`config.mk`:
```
export PLATFORM = sky130hd
export DESIGN_NAME = led_window_fade_sequencer_core
export DESIGN_NICKNAME = d
export VERILOG_FILES = /design/src/hw/rtl/lwfs_pkg.sv /design/src/hw/rtl/led_window_fade_sequencer_core.sv /design/src/hw/rtl/lwfs_div.sv /design/src/hw/rtl/lwfs_datapath.sv /design/src/hw/rtl/lwfs_ctrl.sv
export SDC_FILE = /design/constraint.sdc
export NUM_CORES = 2
export LEC_CHECK = 0
export BUFFER_PORTS_ARGS = -buffer_cell sky130_fd_sc_hd__buf_2
export CORE_UTILIZATION = 55
export CTS_BUF_LIST = sky130_fd_sc_hd__clkbuf_16
export CTS_CLUSTER_SIZE = 12
export DETAILED_ROUTE_END_ITERATION = 10
export PLACE_DENSITY = 0.82
export SETUP_SLACK_MARGIN = 0.05
export SYNTH_ARGS = -nofsm -noshare
export SYNTH_HDL_FRONTEND = slang
export SYNTH_SLANG_ARGS = --single-unit
```
`constraint.sdc`:
```
create_clock -name i_clk -period 16.3 [get_ports i_clk]
set_input_delay 3.26 -clock i_clk [delete_from_list [all_inputs] [get_ports i_clk]]
set_output_delay 3.26 -clock i_clk [all_outputs]
set_load 0.01 [all_outputs]
```
`src/hw/rtl/lwfs_pkg.sv`:
```
// ----------------------------------------------------------------------------
// lwfs_pkg
// Shared types and constants for the LED window fade sequencer: table entry,
// controller states, command and status bundles, mode and channel codes.
// ----------------------------------------------------------------------------
package lwfs_pkg;

    localparam int LED_COUNT_DEF = 16;
    localparam int IDX_W         = 6;
    localparam int DIV_W         = 32;
    localparam int DIVR_W        = 18;
    localparam int CNT_W         = $clog2(DIV_W);

    localparam logic       ACT_WRITE = 1'b0;
    localparam logic       ACT_TICK  = 1'b1;

    localparam logic [2:0] MODE_ON   = 3'd0;
    localparam logic [2:0] MODE_UP   = 3'd1;
    localparam logic [2:0] MODE_DOWN = 3'd2;
    localparam logic [2:0] MODE_TRI  = 3'd3;
    localparam logic [2:0] MODE_VEE  = 3'd4;

    localparam logic [1:0] CH_RED    = 2'd0;
    localparam logic [1:0] CH_GREEN  = 2'd1;
    localparam logic [1:0] CH_BLUE   = 2'd2;

    typedef struct packed {
        logic [15:0] period;
        logic [15:0] wstart;
        logic [15:0] wend;
        logic [2:0]  mode;
        logic [7:0]  red;
        logic [7:0]  green;
        logic [7:0]  blue;
    } t_entry;

    typedef enum logic [3:0] {
        ST_IDLE,
        ST_READ,
        ST_MOD_GO,
        ST_MOD_WAIT,
        ST_WINDOW,
        ST_MUL,
        ST_DIV_GO,
        ST_DIV_WAIT,
        ST_STORE,
        ST_EMIT
    } t_state;

    typedef struct packed {
        logic             wr_en;
        logic             rd_en;
        logic             div_mod;
        logic             div_ch;
        logic             win_en;
        logic             mul_en;
        logic             store_en;
        logic             out_load;
        logic             tick_inc;
        logic             last;
        logic [1:0]       ch;
        logic [IDX_W-1:0] led;
    } t_cmd;

    typedef struct packed {
        logic div_busy;
        logic div_done;
        logic out_free;
    } t_sts;

endpackage

```
`src/hw/rtl/led_window_fade_sequencer_core.sv`:
```
// ----------------------------------------------------------------------------
// led_window_fade_sequencer_core
// Per-LED windowed fade sequencer: table writes, and per tick one faded colour
// for every LED followed by a tick counter advance.
//
//   channel   direction  handshake          payload
//   input     in         i_valid / o_stall  action, led_index, period, window,
//                                           fade_mode, red, green, blue
//   output    out        o_valid / i_stall  pixel_index, out_red/green/blue,
//                                           frame_last
//
// A table write is accepted only while idle. A tick walks the LEDs in order,
// and the input stalls until the frame ends: one 32-step divider
// does the position modulo and then the three channel divisions for each LED.
// Reset (synchronous, active low) clears the tick counter and the entry valid
// bits; an unwritten entry reads as dark. A stalled result is held while the
// next LED is computed; the sequencer waits only when that result is done too.
// ----------------------------------------------------------------------------
module led_window_fade_sequencer_core #(
    parameter int LED_COUNT = lwfs_pkg::LED_COUNT_DEF
) (
    input  logic                      i_clk,
    input  logic                      i_rst_n,
    input  logic                      i_valid,
    output logic                      o_stall,
    input  logic                      i_action,
    input  logic [lwfs_pkg::IDX_W-1:0] i_led_index,
    input  logic [15:0]               i_period,
    input  logic [15:0]               i_window_start,
    input  logic [15:0]               i_window_end,
    input  logic [2:0]                i_fade_mode,
    input  logic [7:0]                i_red,
    input  logic [7:0]                i_green,
    input  logic [7:0]                i_blue,
    output logic                      o_valid,
    input  logic                      i_stall,
    output logic [lwfs_pkg::IDX_W-1:0] o_pixel_index,
    output logic [7:0]                o_out_red,
    output logic [7:0]                o_out_green,
    output logic [7:0]                o_out_blue,
    output logic                      o_frame_last
);
    import lwfs_pkg::*;

    t_cmd w_cmd;
    t_sts w_sts;

    lwfs_ctrl #(
        .LED_COUNT (LED_COUNT)
    ) u_ctrl (
        .i_clk    (i_clk),
        .i_rst_n  (i_rst_n),
        .i_valid  (i_valid),
        .i_action (i_action),
        .o_stall  (o_stall),
        .i_sts    (w_sts),
        .o_cmd    (w_cmd)
    );

    lwfs_datapath #(
        .LED_COUNT (LED_COUNT)
    ) u_datapath (
        .i_clk          (i_clk),
        .i_rst_n        (i_rst_n),
        .i_cmd          (w_cmd),
        .o_sts          (w_sts),
        .i_led_index    (i_led_index),
        .i_period       (i_period),
        .i_window_start (i_window_start),
        .i_window_end   (i_window_end),
        .i_fade_mode    (i_fade_mode),
        .i_red          (i_red),
        .i_green        (i_green),
        .i_blue         (i_blue),
        .o_valid        (o_valid),
        .i_stall        (i_stall),
        .o_pixel_index  (o_pixel_index),
        .o_out_red      (o_out_red),
        .o_out_green    (o_out_green),
        .o_out_blue     (o_out_blue),
        .o_frame_last   (o_frame_last)
    );

endmodule

```
`src/hw/rtl/lwfs_div.sv`:
```
// ----------------------------------------------------------------------------
// lwfs_div
// Restoring divider, one quotient bit per cycle. Serves both the position
// modulo and the per-channel level divisions.
// ----------------------------------------------------------------------------
module lwfs_div (
    input  logic                       i_clk,
    input  logic                       i_rst_n,
    input  logic                       i_start,
    input  logic [lwfs_pkg::DIV_W-1:0]  i_dividend,
    input  logic [lwfs_pkg::DIVR_W-1:0] i_divisor,
    output logic                       o_busy,
    output logic                       o_done,
    output logic [lwfs_pkg::DIV_W-1:0]  o_quotient,
    output logic [lwfs_pkg::DIVR_W-1:0] o_remainder
);
    import lwfs_pkg::*;

    logic              r_busy;
    logic              r_done;
    logic [CNT_W-1:0]  r_cnt;
    logic [DIV_W-1:0]  r_dvd;
    logic [DIVR_W-1:0] r_rem;
    logic [DIVR_W-1:0] r_dsr;
    logic [DIVR_W:0]   w_sh;
    logic              w_ge;

    assign w_sh = {r_rem, r_dvd[DIV_W-1]};
    assign w_ge = (w_sh >= {1'b0, r_dsr});

    always_ff @(posedge i_clk) begin
        if (!i_rst_n) begin
            r_busy <= 1'b0;
            r_done <= 1'b0;
            r_cnt  <= '0;
        end else begin
            r_done <= r_busy && (r_cnt == CNT_W'(DIV_W - 1));
            if (i_start) begin
                r_busy <= 1'b1;
                r_cnt  <= '0;
            end else if (r_busy) begin
                r_cnt <= r_cnt + 1'b1;
                if (r_cnt == CNT_W'(DIV_W - 1)) begin
                    r_busy <= 1'b0;
                end
            end
        end
    end

    always_ff @(posedge i_clk) begin
        if (i_start) begin
            r_dvd <= i_dividend;
            r_rem <= '0;
            r_dsr <= i_divisor;
        end else if (r_busy) begin
            r_dvd <= {r_dvd[DIV_W-2:0], w_ge};
            r_rem <= w_ge ? DIVR_W'(w_sh - {1'b0, r_dsr}) : w_sh[DIVR_W-1:0];
        end
    end

    assign o_busy      = r_busy;
    assign o_done      = r_done;
    assign o_quotient  = r_dvd;
    assign o_remainder = r_rem;

endmodule

```
`src/hw/rtl/lwfs_datapath.sv`:
```
// ----------------------------------------------------------------------------
// lwfs_datapath
// LED table memory with valid bits, tick counter, window and fraction
// arithmetic, shared divider and the output register.
// ----------------------------------------------------------------------------
module lwfs_datapath #(
    parameter int LED_COUNT = lwfs_pkg::LED_COUNT_DEF
) (
    input  logic                      i_clk,
    input  logic                      i_rst_n,
    input  lwfs_pkg::t_cmd            i_cmd,
    output lwfs_pkg::t_sts            o_sts,
    input  logic [lwfs_pkg::IDX_W-1:0] i_led_index,
    input  logic [15:0]               i_period,
    input  logic [15:0]               i_window_start,
    input  logic [15:0]               i_window_end,
    input  logic [2:0]                i_fade_mode,
    input  logic [7:0]                i_red,
    input  logic [7:0]                i_green,
    input  logic [7:0]                i_blue,
    output logic                      o_valid,
    input  logic                      i_stall,
    output logic [lwfs_pkg::IDX_W-1:0] o_pixel_index,
    output logic [7:0]                o_out_red,
    output logic [7:0]                o_out_green,
    output logic [7:0]                o_out_blue,
    output logic                      o_frame_last
);
    import lwfs_pkg::*;

    localparam int AW = (LED_COUNT > 1) ? $clog2(LED_COUNT) : 1;

    t_entry                r_mem [LED_COUNT];
    logic [LED_COUNT-1:0]  r_vld;
    t_entry                r_rd_ent;
    logic                  r_rd_vld;
    t_entry                w_ent;
    logic                  w_idx_ok;

    logic [31:0]           r_tick;
    logic signed [18:0]    r_off;
    logic signed [18:0]    r_duty;
    logic                  r_lit;
    logic [26:0]           r_prod;
    logic                  r_nonpos;
    logic [7:0]            r_lvl [3];

    logic                  r_o_valid;
    logic [IDX_W-1:0]      r_o_idx;
    logic [7:0]            r_o_red;
    logic [7:0]            r_o_green;
    logic [7:0]            r_o_blue;
    logic                  r_o_last;

    logic signed [18:0]    w_p, w_s, w_e, w_pos;
    logic signed [18:0]    n_off, n_duty;
    logic                  n_lit;
    logic signed [18:0]    w_half;
    logic signed [20:0]    w_off21, w_duty21, w_num;
    logic [7:0]            w_c;
    logic [7:0]            w_lvl;

    logic                  w_div_start;
    logic [DIV_W-1:0]      w_dividend;
    logic [DIVR_W-1:0]     w_divisor;
    logic                  w_div_busy;
    logic                  w_div_done;
    logic [DIV_W-1:0]      w_quot;
    logic [DIVR_W-1:0]     w_rem;

    assign w_idx_ok = ({1'b0, i_led_index} < (IDX_W + 1)'(LED_COUNT));

    always_ff @(posedge i_clk) begin
        if (i_cmd.wr_en && w_idx_ok) begin
            r_mem[i_led_index[AW-1:0]] <= '{period: i_period, wstart: i_window_start,
                                            wend: i_window_end, mode: i_fade_mode,
                                            red: i_red, green: i_green, blue: i_blue};
        end
        if (i_cmd.rd_en) begin
            r_rd_ent <= r_mem[i_cmd.led[AW-1:0]];
        end
    end

    always_ff @(posedge i_clk) begin
        if (!i_rst_n) begin
            r_vld    <= '0;
            r_rd_vld <= 1'b0;
        end else begin
            if (i_cmd.wr_en && w_idx_ok) begin
                r_vld[i_led_index[AW-1:0]] <= 1'b1;
            end
            if (i_cmd.rd_en) begin
                r_rd_vld <= r_vld[i_cmd.led[AW-1:0]];
            end
        end
    end

    assign w_ent = r_rd_vld ? r_rd_ent : '0;

    always_ff @(posedge i_clk) begin
        if (!i_rst_n) begin
            r_tick <= '0;
        end else if (i_cmd.tick_inc) begin
            r_tick <= r_tick + 32'd1;
        end
    end

    assign w_div_start = i_cmd.div_mod || i_cmd.div_ch;
    assign w_dividend  = i_cmd.div_mod ? r_tick : {5'b0, r_prod};
    assign w_divisor   = i_cmd.div_mod ? {2'b0, w_ent.period} : r_duty[DIVR_W-1:0];

    lwfs_div u_div (
        .i_clk       (i_clk),
        .i_rst_n     (i_rst_n),
        .i_start     (w_div_start),
        .i_dividend  (w_dividend),
        .i_divisor   (w_divisor),
        .o_busy      (w_div_busy),
        .o_done      (w_div_done),
        .o_quotient  (w_quot),
        .o_remainder (w_rem)
    );

    assign w_p   = signed'({3'b0, w_ent.period});
    assign w_s   = signed'({3'b0, w_ent.wstart});
    assign w_e   = signed'({3'b0, w_ent.wend});
    assign w_pos = signed'({3'b0, w_rem[15:0]});

    always_comb begin
        n_off  = '0;
        n_duty = '0;
        n_lit  = 1'b0;
        if (w_p != 19'sd0) begin
            if (w_s < w_e) begin
                n_duty = w_e - w_s;
                n_off  = w_pos - w_s;
                n_lit  = (w_pos >= w_s) && (w_pos <= w_e);
            end else begin
                n_duty = w_e + w_p - w_s;
                if (w_pos <= w_e) begin
                    n_off = w_pos + w_p - w_s;
                    n_lit = 1'b1;
                end else if (w_pos >= w_s) begin
                    n_off = w_pos - w_s;
                    n_lit = 1'b1;
                end
            end
            if (n_duty <= 19'sd0) begin
                n_lit = 1'b0;
            end
        end
    end

    always_ff @(posedge i_clk) begin
        if (i_cmd.win_en) begin
            r_off  <= n_off;
            r_duty <= n_duty;
            r_lit  <= n_lit;
        end
    end

    always_comb begin
        case (i_cmd.ch)
            CH_RED:   w_c = w_ent.red;
            CH_GREEN: w_c = w_ent.green;
            default:  w_c = w_ent.blue;
        endcase
    end

    assign w_half   = r_duty >>> 1;
    assign w_off21  = {{2{r_off[18]}}, r_off};
    assign w_duty21 = {{2{r_duty[18]}}, r_duty};

    always_comb begin
        case (w_ent.mode)
            MODE_UP:   w_num = w_off21;
            MODE_DOWN: w_num = w_duty21 - w_off21;
            MODE_TRI:  w_num = (r_off < w_half) ? (w_off21 <<< 1)
                                                : ((w_duty21 - w_off21) <<< 1);
            MODE_VEE:  w_num = (r_off > w_half) ? ((w_off21 <<< 1) - w_duty21)
                                                : (w_duty21 - (w_off21 <<< 1));
            default:   w_num = '0;
        endcase
    end

    always_ff @(posedge i_clk) begin
        if (i_cmd.mul_en) begin
            r_nonpos <= (w_num <= 21'sd0);
            r_prod   <= {19'b0, w_c} * {8'b0, w_num[18:0]};
        end
    end

    always_comb begin
        w_lvl = '0;
        if (r_lit) begin
            case (w_ent.mode) inside
                MODE_ON: begin
                    w_lvl = w_c;
                end
                [MODE_UP:MODE_VEE]: begin
                    if (!r_nonpos) begin
                        w_lvl = (|w_quot[DIV_W-1:8]) ? 8'hFF : w_quot[7:0];
                    end
                end
                default: begin
                    w_lvl = '0;
                end
            endcase
        end
    end

    always_ff @(posedge i_clk) begin
        if (i_cmd.store_en) begin
            r_lvl[i_cmd.ch] <= w_lvl;
        end
    end

    always_ff @(posedge i_clk) begin
        if (!i_rst_n) begin
            r_o_valid <= 1'b0;
        end else if (i_cmd.out_load) begin
            r_o_valid <= 1'b1;
        end else if (!i_stall) begin
            r_o_valid <= 1'b0;
        end
    end

    always_ff @(posedge i_clk) begin
        if (i_cmd.out_load) begin
            r_o_idx   <= i_cmd.led;
            r_o_red   <= r_lvl[CH_RED];
            r_o_green <= r_lvl[CH_GREEN];
            r_o_blue  <= r_lvl[CH_BLUE];
            r_o_last  <= i_cmd.last;
        end
    end

    assign o_sts.div_busy = w_div_busy;
    assign o_sts.div_done = w_div_done;
    assign o_sts.out_free = !r_o_valid || !i_stall;

    assign o_valid       = r_o_valid;
    assign o_pixel_index = r_o_idx;
    assign o_out_red     = r_o_red;
    assign o_out_green   = r_o_green;
    assign o_out_blue    = r_o_blue;
    assign o_frame_last  = r_o_last;

    a_load_free: assert property (@(posedge i_clk) disable iff (!i_rst_n)
        i_cmd.out_load |-> (!r_o_valid || !i_stall))
        else $error("output register loaded while holding a stalled result");

    a_held: assert property (@(posedge i_clk) disable iff (!i_rst_n)
        (r_o_valid && i_stall) |=> (r_o_valid && $stable(r_o_idx) && $stable(r_o_red)))
        else $error("stalled result changed");

    a_write_idle: assert property (@(posedge i_clk) disable iff (!i_rst_n)
        i_cmd.wr_en |-> (!w_div_busy && !i_cmd.rd_en))
        else $error("table write during a frame");

endmodule

```
`src/hw/rtl/lwfs_ctrl.sv`:
```
// ----------------------------------------------------------------------------
// lwfs_ctrl
// Sequencer for one frame: walk the LEDs, and for each one run the position
// modulo, the window step and three channel divisions, then emit a result.
// ----------------------------------------------------------------------------
module lwfs_ctrl #(
    parameter int LED_COUNT = lwfs_pkg::LED_COUNT_DEF
) (
    input  logic           i_clk,
    input  logic           i_rst_n,
    input  logic           i_valid,
    input  logic           i_action,
    output logic           o_stall,
    input  lwfs_pkg::t_sts i_sts,
    output lwfs_pkg::t_cmd o_cmd
);
    import lwfs_pkg::*;

    t_state           r_state;
    t_state           n_state;
    logic [IDX_W-1:0] r_led;
    logic [1:0]       r_ch;
    logic             w_last;
    logic             w_tick_acc;

    assign w_last     = (r_led == IDX_W'(LED_COUNT - 1));
    assign w_tick_acc = (r_state == ST_IDLE) && i_valid && (i_action == ACT_TICK);

    always_comb begin
        n_state = r_state;
        case (r_state)
            ST_IDLE:     if (w_tick_acc) n_state = ST_READ;
            ST_READ:     n_state = ST_MOD_GO;
            ST_MOD_GO:   n_state = ST_MOD_WAIT;
            ST_MOD_WAIT: if (i_sts.div_done) n_state = ST_WINDOW;
            ST_WINDOW:   n_state = ST_MUL;
            ST_MUL:      n_state = ST_DIV_GO;
            ST_DIV_GO:   n_state = ST_DIV_WAIT;
            ST_DIV_WAIT: if (i_sts.div_done) n_state = ST_STORE;
            ST_STORE:    n_state = (r_ch == CH_BLUE) ? ST_EMIT : ST_MUL;
            ST_EMIT: begin
                if (i_sts.out_free) begin
                    n_state = w_last ? ST_IDLE : ST_READ;
                end
            end
            default:     n_state = ST_IDLE;
        endcase
    end

    always_comb begin
        o_cmd      = '0;
        o_cmd.ch   = r_ch;
        o_cmd.led  = r_led;
        o_cmd.last = w_last;
        o_stall    = 1'b1;
        case (r_state)
            ST_IDLE: begin
                o_stall     = 1'b0;
                o_cmd.wr_en = i_valid && (i_action == ACT_WRITE);
            end
            ST_READ:   o_cmd.rd_en    = 1'b1;
            ST_MOD_GO: o_cmd.div_mod  = 1'b1;
            ST_WINDOW: o_cmd.win_en   = 1'b1;
            ST_MUL:    o_cmd.mul_en   = 1'b1;
            ST_DIV_GO: o_cmd.div_ch   = 1'b1;
            ST_STORE:  o_cmd.store_en = 1'b1;
            ST_EMIT: begin
                o_cmd.out_load = i_sts.out_free;
                o_cmd.tick_inc = i_sts.out_free && w_last;
            end
            default: o_stall = 1'b1;
        endcase
    end

    always_ff @(posedge i_clk) begin
        if (!i_rst_n) begin
            r_state <= ST_IDLE;
            r_led   <= '0;
            r_ch    <= CH_RED;
        end else begin
            r_state <= n_state;
            if (w_tick_acc) begin
                r_led <= '0;
            end else if ((r_state == ST_EMIT) && i_sts.out_free && !w_last) begin
                r_led <= r_led + 1'b1;
            end
            if (r_state == ST_WINDOW) begin
                r_ch <= CH_RED;
            end else if ((r_state == ST_STORE) && (r_ch != CH_BLUE)) begin
                r_ch <= r_ch + 1'b1;
            end
        end
    end

    a_tick_start: assert property (@(posedge i_clk) disable iff (!i_rst_n)
        w_tick_acc |=> (r_state == ST_READ) && (r_led == '0))
        else $error("frame did not start at the first LED");

    a_frame_end: assert property (@(posedge i_clk) disable iff (!i_rst_n)
        (r_state == ST_EMIT && i_sts.out_free && w_last) |=> (r_state == ST_IDLE))
        else $error("frame did not end after the last LED");

    a_ch_range: assert property (@(posedge i_clk) disable iff (!i_rst_n)
        (r_ch == CH_RED) || (r_ch == CH_GREEN) || (r_ch == CH_BLUE))
        else $error("channel counter out of range");

    a_div_free: assert property (@(posedge i_clk) disable iff (!i_rst_n)
        (o_cmd.div_mod || o_cmd.div_ch) |-> !i_sts.div_busy)
        else $error("divider started while busy");

    a_led_range: assert property (@(posedge i_clk) disable iff (!i_rst_n)
        (r_state != ST_IDLE) |-> ({1'b0, r_led} < (IDX_W + 1)'(LED_COUNT)))
        else $error("LED counter beyond table");

endmodule
```
# Word-level counts from Yosys, hierarchy flattened
# Memories as Yosys holds them, arrays and structs flattened. A register that Yosys moved wholly into a read port is not among the register bits.
# Cells that the tools add are included.
[classes]
n_addsub = 14
mul = 1
n_div = 0
order_cmp = 14
n_eq_ne = 23
shift = 0
mux = 52
bitwise_logic = 4
n_reduce_logical = 28
[op_table]
columns = ["operator", "n"]
rows = [
  ["32-bit two-way mux", 3],
  ["19-bit two-way mux", 5],
  ["21-bit case mux with 4 select lines", 1],
  ["75-bit two-way mux", 1],
  ["21-bit two-way mux", 2],
  ["8-bit two-way mux", 5],
  ["4-bit case mux with 10 select lines", 1],
  ["19-bit by 17-bit subtractor with 19-bit output", 2],
  ["16-bit by 16-bit adder with 17-bit output", 2],
  ["16-bit by 16-bit subtractor with 17-bit output", 2],
  ["32-bit by 1-bit adder with 32-bit output, second input constant", 1],
  ["8-bit by 19-bit multiplier with 27-bit output", 1],
  ["24-bit OR reduction", 1],
  ["1-bit two-way mux", 23],
  ["21-bit by 1-bit less-or-equal comparator with 1-bit output, second input constant", 1],
  ["19-bit by 20-bit subtractor with 21-bit output", 1],
  ["20-bit by 19-bit subtractor with 21-bit output", 1],
  ["4-bit two-way mux", 5],
  ["19-bit by 19-bit subtractor with 20-bit output", 1],
  ["19-bit by 18-bit >= comparator with 1-bit output", 1],
  ["19-bit by 18-bit > comparator with 1-bit output", 1],
  ["19-bit by 1-bit less-or-equal comparator with 1-bit output, second input constant", 1],
  ["19-bit by 18-bit less-than comparator with 1-bit output", 1],
  ["19-bit nonzero test", 1],
  ["42 further kinds", 72],
]
[totals]
register_bits = 211
latch_bits = 0
ram_bits = 1224
romBits = 0
in_bits = 86
output_inout_bits = 33
wordCells = 159
mem_count = 2
[memory_table]
columns = ["name", "depth", "word_bits", "read_ports", "rd_ports_with_merged_regs", "wr", "line", "rtl"]
rows = [
  ["u_datapath.r_mem", 16, 75, 1, 1, 1, "lwfs_datapath.sv:33", "t_entry r_mem [LED_COUNT];"],
  ["u_datapath.r_lvl", 3, 8, 3, 3, 1, "lwfs_datapath.sv:46", "logic [7:0] r_lvl [3];"],
]

# Depth between registers and ports, before layout
[depth]
depth_word = 7
depth_mapped = 34
depth_no_buf = 33

# By module
# From an unflattened synthesis, not the netlist that was laid out.
[unflattened]
cells_unflattened = 4513
hier_area_um2 = 72151.7
[by_module_without_submodules]
columns = ["mod", "instances", "cells_per_inst", "area_per_inst_um2", "seq_area_each_um2"]
rows = [
  ["lwfs_datapath", 1, 4077, 67443.4, 42891.1],
  ["lwfs_div", 1, 346, 3965.1, 2001.9],
  ["lwfs_ctrl", 1, 90, 743.2, 240.2],
]

# Worst setup path after synthesis
# No wires, ideal clock.
[synth_path]
path_type = "in2reg"
from = "input i_action"
to = "memory u_datapath.r_mem[0][0] in the netlist's numbering, enable pin"
setup_time_ns = 0.604
arrival_ns = 8.972
required_ns = 15.696
slack_ns = 6.724
cell_stages = 4
path_buffers = 0
path_cell_list = "nor2_1 > nand3_1 > or3_1 > nor3_1"
[synth_between]
elab_chain_len = 6
[synth_rtl]
columns = ["item", "line", "rtl"]
rows = [
  ["start, declared", "led_window_fade_sequencer_core.sv:26", "input logic i_action,"],
  ["1-bit inverter", "lwfs_ctrl.sv:59", "o_cmd.wr_en = i_valid && (i_action == ACT_WRITE);"],
  ["1-bit logical AND", "lwfs_ctrl.sv:59", ""],
  ["1-bit two-way mux", "lwfs_ctrl.sv:56", "case (r_state)"],
  ["1-bit logical AND", "lwfs_datapath.sv:74", "if (i_cmd.wr_en && w_idx_ok) begin"],
  ["1-bit two-way mux", "lwfs_datapath.sv:74", ""],
  ["1-bit two-way mux (implied by the code)", "lwfs_datapath.sv:75", "r_mem[i_led_index[AW-1:0]] <= '{period: i_period, wstart: i_window_start,"],
  ["end, declared", "lwfs_datapath.sv:33", ""],
]
# Every way passes these cells.

# Worst setup path after layout
[layout_path]
from = "register u_datapath.r_duty[3]"
to = "register u_datapath.r_prod[26] (data pin)"
[layout_between]
elab_chain_len = 4
elab_cells_between_ends = 9
classes_between = "3 x add/sub; 1 x mul; 2 x order compare; 3 x mux"
[layout_rtl]
columns = ["item", "line", "rtl"]
rows = [
  ["start, declared", "lwfs_datapath.sv:42", "logic signed [18:0] r_duty;"],
  ["start signal, assigned", "lwfs_datapath.sv:157", "r_duty <= n_duty;"],
  ["19-bit by 20-bit subtractor with 21-bit output, or another cell as far along", "lwfs_datapath.sv:181", ": (w_duty21 - (w_off21 <<< 1));"],
  ["21-bit two-way mux, on equally long branches", "lwfs_datapath.sv:180, lwfs_datapath.sv:178", ""],
  ["21-bit case mux with 4 select lines *", "lwfs_datapath.sv:175", "case (w_ent.mode)"],
  ["8-bit by 19-bit multiplier with 27-bit output *", "lwfs_datapath.sv:189", "r_prod <= {19'b0, w_c} * {8'b0, w_num[18:0]};"],
  ["end signal, assigned", "lwfs_datapath.sv:189", ""],
  ["end, declared", "lwfs_datapath.sv:44", "logic [26:0] r_prod;"],
]
# Every way passes the cells marked *; elsewhere a longest branch is shown, timed or not.
# A chain may end at the register's enable or synchronous reset.

==> metrics.sh <==
AREA.GROWTH.SYNTH_TO_FINAL_PCT=10.3
CHIPHEIGHT_UM=362
OUTCOME='complete, no violations'
CTS_HOLD_BUFFERS=0
GPL.FINAL_WEIGHTED_CONGESTION=0.951
GRT_MAX_DEGREE=157
POSTSYNTH.TOPFLOPCELL='sky130_fd_sc_hd__edfxtp_1'
CTSRESIZECOUNT=0
SYNTH_XOR_AREA_SHARE_PCT=2.23
GLOBAL_ROUTE.USAGE.TOTAL_PCT=29.7
IOPINCOUNT=119
FINISH.UTILIZATION_PCT=61.5
NUMCTSBUFFERS=157
NUMPLACEDINSTANCES=6238
FINAL_NETS=5107
CLK_PATH_BUF_DEPTH=3
IO_BUFFERS=118
POST_ROUTE_CELLS_DRIVE_ABOVE_1_SHARE_PCT=17.7
ANTENNA_FOUND_INITIAL=19
YOSYS_WARNINGS=0
SYNTHTOPCELLSBYAREA='sky130_fd_sc_hd__edfxtp_1, sky130_fd_sc_hd__mux4_2, sky130_fd_sc_hd__ha_1'
POST_SYNTH_TOP_AREA_SHARE_PCT=60.8
CPMAXSTAGEDELAYCELL='sky130_fd_sc_hd__a221oi_2'
WORSTREG2REGSTART='u_datapath.r_duty[3]'
SYNTH_CELL_TYPES=86
ROWS=131
OVERALL_ROUTED_NET_LENGTH_UM=194000
WL_PER_CELL_UM=29.9
SYNTHMUXAREASHARE_PCT=13.0
CRITPATHMAXSTAGEDELAY_NS=0.66
GRT_SETUP_UNREPAIRED='false'
SETUP_VIOL=0
DIEAREA_UM2=131000
TRITONCTS='built'
CP-START-KIND='flop'
SYNTH-SIMPLE-AREA-SHARE_PCT=6.01
REGISTER_AREA_SHARE_AFTER_SYNTHESIS_PCT=63.2
GR-USAGE-MET2_PCT=48.5
SYNTH.TOP_CELLS.BY_COUNT='sky130_fd_sc_hd__edfxtp_1, sky130_fd_sc_hd__mux4_2, sky130_fd_sc_hd__nand2_1'
DIE_W_UM=362
POWER_LEAKAGE_uW=0.0272
MAXSLEWVIOLCOUNT=0
REGTOREGENDPOINT='u_datapath.r_prod[26]'
CRIT_START='u_datapath.r_duty[3]'
OVERFLOW=0
FINCLKSKEW_NS=0.0503
R2R_CELLS=30
CTS_ROOT_BUFFER='sky130_fd_sc_hd__clkbuf_16'
MAX_RAIL_DROP_VDD_uV=120
PLACE_HPWL_UM=113000
ROUTE.DETAILED.DRC=0
MIN_PERIOD_OVER_PERIOD_PCT=55.6
DRTANTENNAVIOLNETS=0
WORSTPATHMAXFANOUT=20
SYNTH_TOP_FAMILY_BY_AREA='multiplexers'
GRT_PASS1_VIAS=43400
SYNTH.LARGEST_AREA_CELL='sky130_fd_sc_hd__edfxtp_1'
FLIP_FLOP_AND_LATCH_COUNT_AFTER_SYNTHESIS=1534
SYNTHADDERAREAFRAC_PCT=7.37
TIMING.FINAL.CRIT_PERIOD_NS=9.06
PWR_DENSITY_CELL_nW_PER_UM2=111
POST_SYNTH_INSTANCE_AREA_UM2=71500
CLKSINKCOUNT=1534
SYNTHCELLS=4490
DETAILROUTE.VIA_COUNT=42800
POSTSYNTHNETCOUNT=4929
ASYNC_RESET_FF_SHARE_PCT=0
RRSETUPSLACK_NS=7.24
CRIT_ARRIVAL_NS=9.61
WORST_SLEW_PIN_SLEW_NS=1.10
INITIAL_UTILIZATION_PCT=55.8
HTREEDEPTH=4
MAX_CAP_VIOL_COUNT=0
FINAL-INSTANCE-COUNT-EXCL-FILL=6494
CP_DATA_REQUIRED_TIME_NS=16.85
POST_CTS_BUFFERS=0
CRIT_PATH_END='u_datapath.r_prod[26]'
POST-SYNTH-TOP-COUNT-CELL='sky130_fd_sc_hd__edfxtp_1'
DESIGN.CORE.AREA_UM2=128000
N_FILL_CELL=8848
SYNTH-EDFF-COUNT=1447
MAX-SLEW-MARGIN-REL_PCT=26.9
GRT_PASS1_WL_UM=285000
MULTI_INPUT_COMB_AREA_UM2=24700
GROUTE.LAYER.MET3.USAGE_PCT=6.43
AVGSYNTHCELLAREA_UM2=15.9
ENDPOINT_KIND='flop'
SEQUENTIAL_CELL_AREA_UM2=45200
AVGVIACOUNTPERCELL=6.59
WHS_PATH_DEPTH=0
DRT_PASS1_ITERATIONS=6
POST_ROUTE_SETUP_TNS_NS=0
FIRST_DRT_ITERATION_DRCS=5674
FINALHOLDVIOLCOUNT=0
TIMING.FMAX_MHz=110
WORST_HOLD_PATH_TYPE='reg -> reg'
CLK_PIN_SLEW_WORST_PATHS_NS=0.06
PATH_CLASS='reg -> reg'
GRT_BUSIEST_LAYER='met2'
SYNTH_COMPOUND_GATE_AREA_SHARE_PCT=5.81
CLKLATENCYLATEPIN_NS=0.81
GLOBALROUTEMET1UTIL_PCT=38.9
[worst min path at each step]
stage	from	end	slack, ns
after floorplan	u_datapath.r_lvl[2][0]	o_out_blue[0]	0.40
after global placement	u_datapath.r_lvl[2][5]	o_out_blue[5]	0.40
after detailed placement	u_datapath.r_lvl[2][7]	o_out_blue[7]	0.41
after CTS	u_datapath.r_lvl[2][7]	o_out_blue[7]	0.42
after global routing	u_datapath.r_lvl[1][0]	o_out_green[0]	0.42
final	u_datapath.r_lvl[1][0]	o_out_green[0]	0.42
[stage by stage]
stage               power, µW  setup slack (ns)  hold WS [ns]  instance area, µm²
floorplan                5200              6.72         0.400               71500
global placement         5440              7.59         0.403               74200
detailed placement       5460              7.41         0.405               74200
CTS                      8740              7.36         0.417               78800
global route             8980              6.72         0.419               78800
finish                   8730              7.24         0.418               78900
[routing by layer]
| layer | wire, µm | up-vias | part of all wire, % |
|---|---|---|---|
| met4 | 7810 | 16 | 4.0 |
| met1 | 72300 | 21800 | 37 |
| met3 | 18900 | 581 | 9.8 |
| met5 | 95 | - | 0.049 |
| li1 | - | 17700 | - |
| met2 | 95000 | 2774 | 49 |
[cell usage in the layout, fill, tap and decap left out, types with 22 or more instances in the layout]
cell type,netlist,routed
sky130_fd_sc_hd__a211oi_1,22,22
sky130_fd_sc_hd__a21boi_0,26,26
sky130_fd_sc_hd__a21o_1,72,72
sky130_fd_sc_hd__a21oi_1,160,158
sky130_fd_sc_hd__and2_1,58,58
sky130_fd_sc_hd__and3_1,28,28
sky130_fd_sc_hd__buf_2,9,118
sky130_fd_sc_hd__buf_4,5,72
sky130_fd_sc_hd__clkbuf_16,0,161
sky130_fd_sc_hd__dfxtp_1,87,81
sky130_fd_sc_hd__edfxtp_1,1447,1447
sky130_fd_sc_hd__fa_1,112,112
sky130_fd_sc_hd__ha_1,241,241
sky130_fd_sc_hd__inv_1,262,308
sky130_fd_sc_hd__mux2i_1,51,51
sky130_fd_sc_hd__mux4_2,380,380
sky130_fd_sc_hd__nand2_1,263,262
sky130_fd_sc_hd__nand2b_1,55,55
sky130_fd_sc_hd__nand3_1,54,54
sky130_fd_sc_hd__nand4_1,32,32
sky130_fd_sc_hd__nor2_1,258,245
sky130_fd_sc_hd__nor2b_1,33,33
sky130_fd_sc_hd__nor3_1,45,39
sky130_fd_sc_hd__o21a_1,45,45
sky130_fd_sc_hd__o21ai_0,135,135
sky130_fd_sc_hd__xnor2_1,115,115
sky130_fd_sc_hd__xor2_1,67,67
[sequential cells by signal, summed over array words and instances, names as in the netlist, 4 cells and up]
name / flops
o_out_red: 8
u_datapath.r_prod: 27
u_datapath.r_duty: 19
u_datapath.r_vld: 16
u_datapath.r_mem: 1200
u_datapath.u_div.o_quotient: 32
u_datapath.u_div.o_remainder: 18
u_datapath.u_div.r_cnt: 5
o_out_blue: 8
u_datapath.r_rd_ent: 75
u_datapath.r_tick: 32
u_datapath.u_div.r_dsr: 18
u_datapath.r_off: 19
u_datapath.r_lvl: 24
u_ctrl.r_led: 6
u_datapath.o_pixel_index: 6
o_out_green: 8
u_ctrl.r_state: 4
[worst max-delay path, delay by kind of cell (launching register included)]
family | cells | cell delay, ns
AO/OA/AOI/OAI | 15 | 4.20
adder cells (fa/ha/maj) | 6 | 2.66
AND/OR/NAND/NOR | 2 | 0.73
flip-flops | 1 | 0.42
multiplexers | 1 | 0.32
buffers and inverters | 4 | 0.25
XOR/XNOR | 2 | 0.18
[where the power goes]
group	internal (µW)	leakage, µW	switching [µW]	total, µW
clock network	1810	0.00240	1510	3320
logic	367	0.0110	557	925
registers	4400	0.0138	90.5	4490
total	6580	0.0272	2160	8730
[final cells by class]
type,count,area share [%]
repair buffers,191,1.46
well taps,1729,2.74
clock inverters,87,0.708
multi-input cells,2521,31.4
flip-flops and latches,1534,57.3
inverters,263,1.25
diodes,8,0.0254
clock buffers,161,5.11
[kinds of logic (layout without fill, tap and decap cells)]
group / Yosys count / after routing
flops: 1534 / 1534
simple gates: 904 / 904
compound gates: 631 / 631
mux: 450 / 450
buf+inv: 435 / 702
fa+ha+maj: 354 / 354
xor+xnor: 182 / 182
other cells: 0 / 8
(Power assumes the default switching activity.)
